**src/sv/nrsc_pkg.sv**
```systemverilog
// shared types, codes and constants of the news-reply stream classifier
`timescale 1ns / 1ps

package nrsc_pkg;

  // one input request
  typedef struct packed {
    logic [7:0] data_byte;
    logic       from_server;
    logic       last_in_segment;
    logic       new_flow;
  } in_t;

  // one result request
  typedef struct packed {
    logic [1:0] verdict;
    logic [9:0] reply_code;
  } out_t;

  typedef enum logic [5:0] {
    PhConn   = 6'b000001,
    PhXfer   = 6'b000010,
    PhData   = 6'b000100,
    PhErr    = 6'b001000,
    PhIdent  = 6'b010000,
    PhReject = 6'b100000
  } flow_phase_e;

  typedef enum logic [5:0] {
    LpSkip = 6'b000001,
    LpHdr1 = 6'b000010,
    LpHdr2 = 6'b000100,
    LpHdr3 = 6'b001000,
    LpText = 6'b010000,
    LpCr   = 6'b100000
  } line_phase_e;

  typedef struct packed {
    logic term;  // dot seen at line start
    logic mid;   // inside a line
    logic cr;    // cr seen
  } body_flags_t;

  typedef struct packed {
    flow_phase_e flow_phase;
    body_flags_t body_flags;
    logic [3:0]  reply_count;
    line_phase_e line_phase;
    logic [9:0]  code_accum;
    logic        hdr_all_space;
    logic        hdr_bad;
    logic [9:0]  last_code;
  } state_t;

  localparam state_t StateClear = '{
    flow_phase:    PhConn,
    body_flags:    '0,
    reply_count:   4'd0,
    line_phase:    LpSkip,
    code_accum:    10'd0,
    hdr_all_space: 1'b1,
    hdr_bad:       1'b0,
    last_code:     10'd0
  };

  localparam logic [1:0] VerdictPending  = 2'd0;
  localparam logic [1:0] VerdictIdent    = 2'd1;
  localparam logic [1:0] VerdictRejected = 2'd2;

  localparam logic [3:0] ThreshReset = 4'd4;

  localparam logic [7:0] ChCr    = 8'h0D;
  localparam logic [7:0] ChLf    = 8'h0A;
  localparam logic [7:0] ChDot   = 8'h2E;
  localparam logic [7:0] ChSpace = 8'h20;

  localparam logic [9:0] CodeReady     = 10'd200;
  localparam logic [9:0] CodeReadyRo   = 10'd201;
  localparam logic [9:0] CodeErrDown   = 10'd400;
  localparam logic [9:0] CodeErrDenied = 10'd502;
  localparam logic [9:0] CodeHelp      = 10'd100;
  localparam logic [9:0] CodeList      = 10'd215;
  localparam logic [9:0] CodeArticle   = 10'd220;
  localparam logic [9:0] CodeHead      = 10'd221;
  localparam logic [9:0] CodeBody      = 10'd222;
  localparam logic [9:0] CodeOverview  = 10'd224;
  localparam logic [9:0] CodeNewNews   = 10'd230;
  localparam logic [9:0] CodeNewGroups = 10'd231;

endpackage

```
**src/sv/nrsc_step.sv**
```systemverilog
// next-state and result logic for one byte of the classifier
`timescale 1ns / 1ps

module nrsc_step (
  input  nrsc_pkg::state_t state_i,
  input  nrsc_pkg::in_t    item_i,
  input  logic [3:0]       thresh_i,
  output nrsc_pkg::state_t state_o,
  output logic             res_vld_o,
  output nrsc_pkg::out_t   res_o
);
  import nrsc_pkg::*;

  function automatic state_t line_restart(state_t s);
    state_t r;
    r = s;
    r.line_phase    = LpSkip;
    r.code_accum    = 10'd0;
    r.hdr_all_space = 1'b1;
    r.hdr_bad       = 1'b0;
    return r;
  endfunction

  function automatic state_t finish_code(state_t s, logic [3:0] thr);
    state_t     r;
    logic [9:0] c;
    logic [3:0] cnt;
    c = s.code_accum;
    r = line_restart(s);
    r.last_code = c;
    cnt = s.reply_count + 4'd1;
    if (c == CodeErrDown || c == CodeErrDenied) begin
      r.flow_phase = PhErr;
    end else begin
      case (s.flow_phase)
        PhConn: begin
          r.flow_phase = (c == CodeReady || c == CodeReadyRo) ? PhXfer : PhReject;
        end
        PhXfer: begin
          r.reply_count = cnt;
          if (cnt >= thr) begin
            r.flow_phase = PhIdent;
          end else if (c inside {CodeHelp, CodeList, CodeArticle, CodeHead, CodeBody,
                                 CodeOverview, CodeNewNews, CodeNewGroups}) begin
            r.flow_phase = PhData;
            r.body_flags = '0;
          end
        end
        default: begin
          r.flow_phase = PhReject;
        end
      endcase
    end
    return r;
  endfunction

  function automatic state_t hdr_byte(state_t s, logic [1:0] pos, logic [7:0] b,
                                      logic last);
    state_t     r;
    logic       ok;
    logic [9:0] add;
    logic [9:0] dig;
    r   = s;
    dig = {6'd0, b[3:0]};
    ok  = 1'b0;
    add = 10'd0;
    case (pos)
      2'd0: begin
        ok  = b inside {[8'h31:8'h35]};
        add = dig * 10'd100;
      end
      2'd1: begin
        ok  = b inside {[8'h30:8'h35], 8'h38, 8'h39};
        add = dig * 10'd10;
      end
      2'd2: begin
        ok  = b inside {[8'h30:8'h39]};
        add = dig;
      end
      default: begin
        ok  = (b == ChSpace);
        add = 10'd0;
      end
    endcase
    if (!(b == ChSpace || b inside {[8'h09:8'h0D]})) r.hdr_all_space = 1'b0;
    if (!ok) r.hdr_bad = 1'b1;
    else     r.code_accum = s.code_accum + add;
    if (pos == 2'd3) begin
      if (r.hdr_bad) r.flow_phase = PhReject;
      else           r.line_phase = LpText;
    end else begin
      case (pos)
        2'd0:    r.line_phase = LpHdr1;
        2'd1:    r.line_phase = LpHdr2;
        default: r.line_phase = LpHdr3;
      endcase
      // segment ended inside a header that is not just white space
      if (last && !r.hdr_all_space) r.flow_phase = PhReject;
    end
    return r;
  endfunction

  function automatic state_t reply_byte(state_t s, logic [7:0] b, logic last,
                                        logic [3:0] thr);
    state_t r;
    r = s;
    case (s.line_phase)
      LpSkip: begin
        if (b != ChCr && b != ChLf) r = hdr_byte(s, 2'd0, b, last);
      end
      LpHdr1: r = hdr_byte(s, 2'd1, b, last);
      LpHdr2: r = hdr_byte(s, 2'd2, b, last);
      LpHdr3: r = hdr_byte(s, 2'd3, b, last);
      LpText: begin
        if (b == ChCr) begin
          if (last) r.flow_phase = PhReject;
          else      r.line_phase = LpCr;
        end else if (b == ChLf) begin
          r = finish_code(s, thr);
        end else if (!(b inside {[8'h20:8'h7E]})) begin
          r.flow_phase = PhReject;
        end
      end
      LpCr: begin
        if (b == ChLf) r = finish_code(s, thr);
        else           r.flow_phase = PhReject;
      end
      default: r = line_restart(s);
    endcase
    return r;
  endfunction

  function automatic state_t body_end(state_t s);
    state_t r;
    r = line_restart(s);
    r.body_flags = '0;
    r.flow_phase = PhXfer;
    return r;
  endfunction

  function automatic state_t data_step(state_t s, logic [7:0] b);
    state_t      r;
    body_flags_t f;
    r = s;
    f = s.body_flags;
    if (f.cr) begin
      if (b != ChLf)  r.flow_phase = PhReject;
      else if (f.term) r = body_end(s);
      else             r.body_flags = '0;
    end else if (f.term) begin
      // dot at line start: terminator, stuffed dot or a bad line
      if (b == ChCr)       r.body_flags = '{term: 1'b1, mid: 1'b0, cr: 1'b1};
      else if (b == ChLf)  r = body_end(s);
      else if (b == ChDot) r.body_flags = '{term: 1'b0, mid: 1'b1, cr: 1'b0};
      else                 r.flow_phase = PhReject;
    end else if (!f.mid && b == ChDot) begin
      r.body_flags = '{term: 1'b1, mid: 1'b0, cr: 1'b0};
    end else if (b == ChCr) begin
      r.body_flags = '{term: 1'b0, mid: 1'b1, cr: 1'b1};
    end else if (b == ChLf) begin
      r.body_flags = '0;
    end else begin
      r.body_flags = '{term: 1'b0, mid: 1'b1, cr: 1'b0};
    end
    return r;
  endfunction

  state_t base;
  state_t nxt;

  always_comb begin
    base = item_i.new_flow ? StateClear : state_i;
    nxt  = base;
    res_vld_o = 1'b0;
    if (item_i.from_server) begin
      case (base.flow_phase)
        PhData:           nxt = data_step(base, item_i.data_byte);
        PhIdent, PhReject: nxt = base;
        default: begin
          nxt = reply_byte(base, item_i.data_byte, item_i.last_in_segment, thresh_i);
        end
      endcase
      if (item_i.last_in_segment) begin
        nxt = line_restart(nxt);
        res_vld_o = 1'b1;
      end
    end
  end

  assign state_o = nxt;

  always_comb begin
    case (nxt.flow_phase)
      PhIdent:  res_o.verdict = VerdictIdent;
      PhReject: res_o.verdict = VerdictRejected;
      default:  res_o.verdict = VerdictPending;
    endcase
    res_o.reply_code = nxt.last_code;
  end

endmodule

```
**src/sv/nntp_reply_stream_classifier_core.sv**
```systemverilog
// top level of the news-reply stream classifier: input register, flow state, result register
`timescale 1ns / 1ps
// path: input register, then flow state and result register once the byte fires
// throughput: one byte per cycle while the input does not stall, set by the flow state register
// input stalls only when a segment-end byte waits on a full result register, out_ready_i low
// reset: flow state cleared to connection phase, no pending request, threshold back to 4
// the user must write configuration over the apb port only while no byte is in flight; not enforced

module nntp_reply_stream_classifier_core (
  input  logic            clk_i,
  input  logic            rst_ni,
  input  logic            in_valid_i,
  output logic            in_ready_o,
  input  nrsc_pkg::in_t   in_item_i,
  output logic            out_valid_o,
  input  logic            out_ready_i,
  output nrsc_pkg::out_t  out_item_o,
  input  logic            psel,
  input  logic            penable,
  input  logic            pwrite,
  input  logic [2:0]      paddr,
  input  logic [31:0]     pwdata,
  output logic [31:0]     prdata,
  output logic            pready
);
  import nrsc_pkg::*;

  localparam logic [2:0] AddrConfirmThreshold = 3'h0;

  in_t        in_q;
  logic       in_vld_q;
  state_t     state_q;
  state_t     state_d;
  out_t       out_q;
  logic       out_vld_q;
  logic       out_vld_d;
  logic [3:0] thresh_q;
  logic       res_vld;
  out_t       res;
  logic       fire;

  nrsc_step u_step (
    .state_i   (state_q),
    .item_i    (in_q),
    .thresh_i  (thresh_q),
    .state_o   (state_d),
    .res_vld_o (res_vld),
    .res_o     (res)
  );

  // a byte with no result never waits on the output side
  assign fire       = in_vld_q && (!res_vld || !out_vld_q || out_ready_i);
  assign in_ready_o = !in_vld_q || fire;

  always_comb begin
    out_vld_d = out_vld_q;
    if (fire && res_vld) out_vld_d = 1'b1;
    else if (out_ready_i) out_vld_d = 1'b0;
  end

  always_ff @(posedge clk_i or negedge rst_ni) begin
    if (!rst_ni) begin
      in_vld_q  <= 1'b0;
      out_vld_q <= 1'b0;
      state_q   <= StateClear;
      thresh_q  <= ThreshReset;
    end else begin
      if (in_ready_o) in_vld_q <= in_valid_i;
      out_vld_q <= out_vld_d;
      if (fire) state_q <= state_d;
      if (psel && penable && pwrite && pready && paddr == AddrConfirmThreshold) begin
        thresh_q <= pwdata[3:0];
      end
    end
  end

  always_ff @(posedge clk_i) begin
    if (in_valid_i && in_ready_o) in_q <= in_item_i;
    if (fire && res_vld) out_q <= res;
  end

  assign out_valid_o = out_vld_q;
  assign out_item_o  = out_q;
  assign pready      = 1'b1;
  assign prdata      = (paddr == AddrConfirmThreshold) ? {28'd0, thresh_q} : 32'd0;

endmodule
```
**config.mk**
```make
export PLATFORM = sky130hd
export DESIGN_NAME = nntp_reply_stream_classifier_core
export DESIGN_NICKNAME = d
export VERILOG_FILES = /design/src/sv/nrsc_pkg.sv /design/src/sv/nrsc_step.sv /design/src/sv/nntp_reply_stream_classifier_core.sv
export SDC_FILE = /design/constraint.sdc
export NUM_CORES = 1
export LEC_CHECK = 0
export BUFFER_PORTS_ARGS = -buffer_cell sky130_fd_sc_hd__buf_4
export CAP_MARGIN = 20
export CORE_MARGIN = 2
export CORE_UTILIZATION = 50
export DETAILED_ROUTE_END_ITERATION = 6
export PLACE_DENSITY = 0.71
export SYNTH_ARGS = -nofsm -noshare
export SYNTH_HDL_FRONTEND = slang
export SYNTH_SLANG_ARGS = --single-unit
```
**constraint.sdc**
```tcl
create_clock -name clk_i -period 3.2 [get_ports clk_i]
set_input_delay 0.16 -clock clk_i [delete_from_list [all_inputs] [get_ports clk_i]]
set_output_delay 0.16 -clock clk_i [all_outputs]
set_load 0.05 [all_outputs]
```
==> results.cfg <==
[setup_path]
critPathMaxStageDelay_ps = 520
cp.buffers_inverters = 2
end_kind = flop
crit_type = reg2reg
cpLargestDelayFamily = adder cells
slowest_stage = a2111oi_1
cp.arrival_ps = 3430
required_ps = 3460
path_max_fanout = 5
startpoint_type = flop
cp_cell_sequence = inv_1 > ha_1 > ha_2 > fa_1 > a2111oi_1 > nor4_2 > mux2i_1 > a311oi_1 > buf_4 > or3_1 > a32oi_1

[sta]
max_freq_mhz = 314.9
slew_headroom = 0.4507
worstMarginPinSlew_ps = 803.1
fin_crit_sh = 0.9924
hold_viol_final = 0
finalSetupViolations = 0
period_minus_slack_ps = 3176
whs_ps = 5.788
skew_ps = 14.37
maxSlewViolCount = 0

[synthesis]
synthTopCellsByCount = 92 x nand2_1, 76 x nor2_1, 45 x o21ai_0
yosysMostFrequentCell = nand2_1
post-synth-top-area-cell = dfrtp_1
synth-async-reset-ratio = 0.6714
synth_warnings = 0
synth_seq_cells = 70
synthMuxAreaShare = 0.03221
synth_seq_area_share = 0.2851
synth_ff_type = dfrtp_1
synth_compound_area_frac = 0.2419
synth_area_um2 = 6565
synth_top_family_by_area = simple AND/OR/NAND/NOR gates
synth_cell_types = 100
synth-simple-area-share = 0.2504
synthAdderAreaFrac = 0.06518
synthCells = 798
postSynthAreaPerCell_um2 = 8.227
synth_edf_count = 23
synth_top_area_frac = 0.1639
synth_area_leaders = dfrtp_1 16%, edfxtp_1 11%, nand2_1 5.3%, ha_1 5.0%, nor2_1 4.3%
synth-xor-area-share = 0.04403

[detailed_routing]
drt_pass1_iterations = 5
drtIter0Drc = 732
drt_wl_total_um = 20580
antenna_left = 0
wire_per_inst_um = 19.45
remaining_drc_errors = 0
drt-vias-per-instance = 6.310
via_count = 6676

[place]
portBuffers = 42
hpwl_um = 15380
gp_congestion = 1.021

[layout]
fillers = 1131
seq_area_um2 = 1872
postLayoutCoreUtil = 0.6122
multi_input_area_um2 = 4350
fin_nets = 962
drive_gt1_frac = 0.2144
syn_to_final_growth_pct = 18.64
diodes = 0

[floorplan]
core_um2 = 12720
io_pins = 100
fp.dieH_um = 118.6
rows = 41
die_x_um = 118.6
start_util = 0.5160
die_area_um2 = 14060

[clocking]
cts-root-buf = clkbuf_16
cts_buffers = 9
cts_sinks = 70
path_clk_slew_ps = 70
clk_path_buf_depth = 2
cts_tree = done
clk_latency_ps = 360
htree_levels = 3

[grt]
grt_pass1_wl_um = 32710
antenna_found_initial = 0
gr-total-overflow = 0
grt_usage = 0.2913
grt_start_max_net_pins = 48
grt_pass1_vias = 6412

[power_and_ir_drop]
totalPowerFinal_mw = 3.067
p_leak_nw = 3.195
power_density_nw_per_um2 = 393.8
irDropWorstVdd_mv = 0.2542

[job]
drv_cap = 0

[min_path]
hp-class = in2reg

[status]
outcome = finished, final reports clean
[final timing paths]
check	startpoint	to	slack (ps)	depth (start not counted)
worst max-delay path	in_q[3]	state_q[21]	20	11
worst min-delay path	in_valid_i	in_vld_q	6	2
worst max register to register	in_q[3]	state_q[21]	20	11
worst min register to register	state_q[9]	state_q[9]	480	2
max in group asynchronous	rst_ni	state_q[8]	2370	2
min in group asynchronous	rst_ni	thresh_q[1]	390	2
[cells in the final DEF, fill, tap and decap left out, types with 6 or more instances in the layout]
cell type,n
a211oi_1,7
a21o_1,8
a21oi_1,43
a221oi_1,8
a22o_1,6
a31oi_1,11
and2_1,17
and3_1,9
buf_4,107
clkbuf_16,9
conb_1,29
dfrtp_1,43
dlygate4sd3_1,12
edfxtp_1,23
ha_1,21
inv_1,18
mux2_2,9
mux2i_1,11
nand2_1,91
nand2b_1,9
nand3_1,14
nand4_1,7
nor2_1,75
nor2b_1,14
nor3_1,19
nor4_1,9
o211ai_1,6
o21ai_0,42
o21ai_1,11
o22ai_1,6
o31ai_1,16
or3_1,9
xnor2_1,21
xor2_1,12
[routing by layer]
metal / GRT usage / vias to the layer above / share of wire
met3: 0.07046 / 64 / 0.11
li1: - / 3064 / -
met2: 0.4680 / 405 / 0.46
met1: 0.3732 / 3143 / 0.41
met4: 0.1235 / 0 / 0.029
met5: 0 / - / 0
[layout make-up]
| class | instances | share of cell area |
|---|---|---|
| multi-input combinational | 659 | 0.5586 |
| sequential | 70 | 0.2403 |
| clock buffer | 9 | 0.02892 |
| clock inverter | 7 | 0.01317 |
| inverter | 21 | 0.01028 |
| tap | 172 | 0.02763 |
| timing repair buffer | 120 | 0.1211 |
[timing repair]
action,in CTS,in global routing
setup endpoints to repair,1,5
pin swaps,0,7
setup buffers,0,4
gates resized for setup,1,21
hold buffers,12,0
endpoints found under the hold margin,54,0
[kinds of logic after synthesis]
family | after synthesis
adders and majority gates | 34
AOI/OAI and AO/OA | 227
DFF | 70
and+or+nand+nor | 316
buffers and inverters | 96
muxes | 20
xor gates and xnor gates | 33
other | 2
[metrics by stage]
step,area (um^2),std cells,worst slack [ps],TNS (ps)
2_1_floorplan,6671,825,46.28,0
3_3_place_gp,7229,1026,54.50,0
3_5_place_dp,7229,1026,0.1421,0
4_1_cts,7684,1054,20.82,0
5_1_grt,7789,1058,-162.2,-185.7
6_report,7789,1058,24.42,0
[registers in the layout, indices dropped and copies added, names as in the netlist]
register and cells:
in_vld_q 1, out_valid_o 1, out_item_o 12, in_q 11, thresh_q 4, state_q 41
[report_power, final]
part           internal (mW)  leakage, nW  switching [mW]
Clock                  0.695        0.163           0.441
Sequential             0.985        0.850          0.0639
Combinational          0.328         2.18           0.553
Total                   2.01         3.19            1.06
No activity file was read; power rests on OpenSTA's default activity.
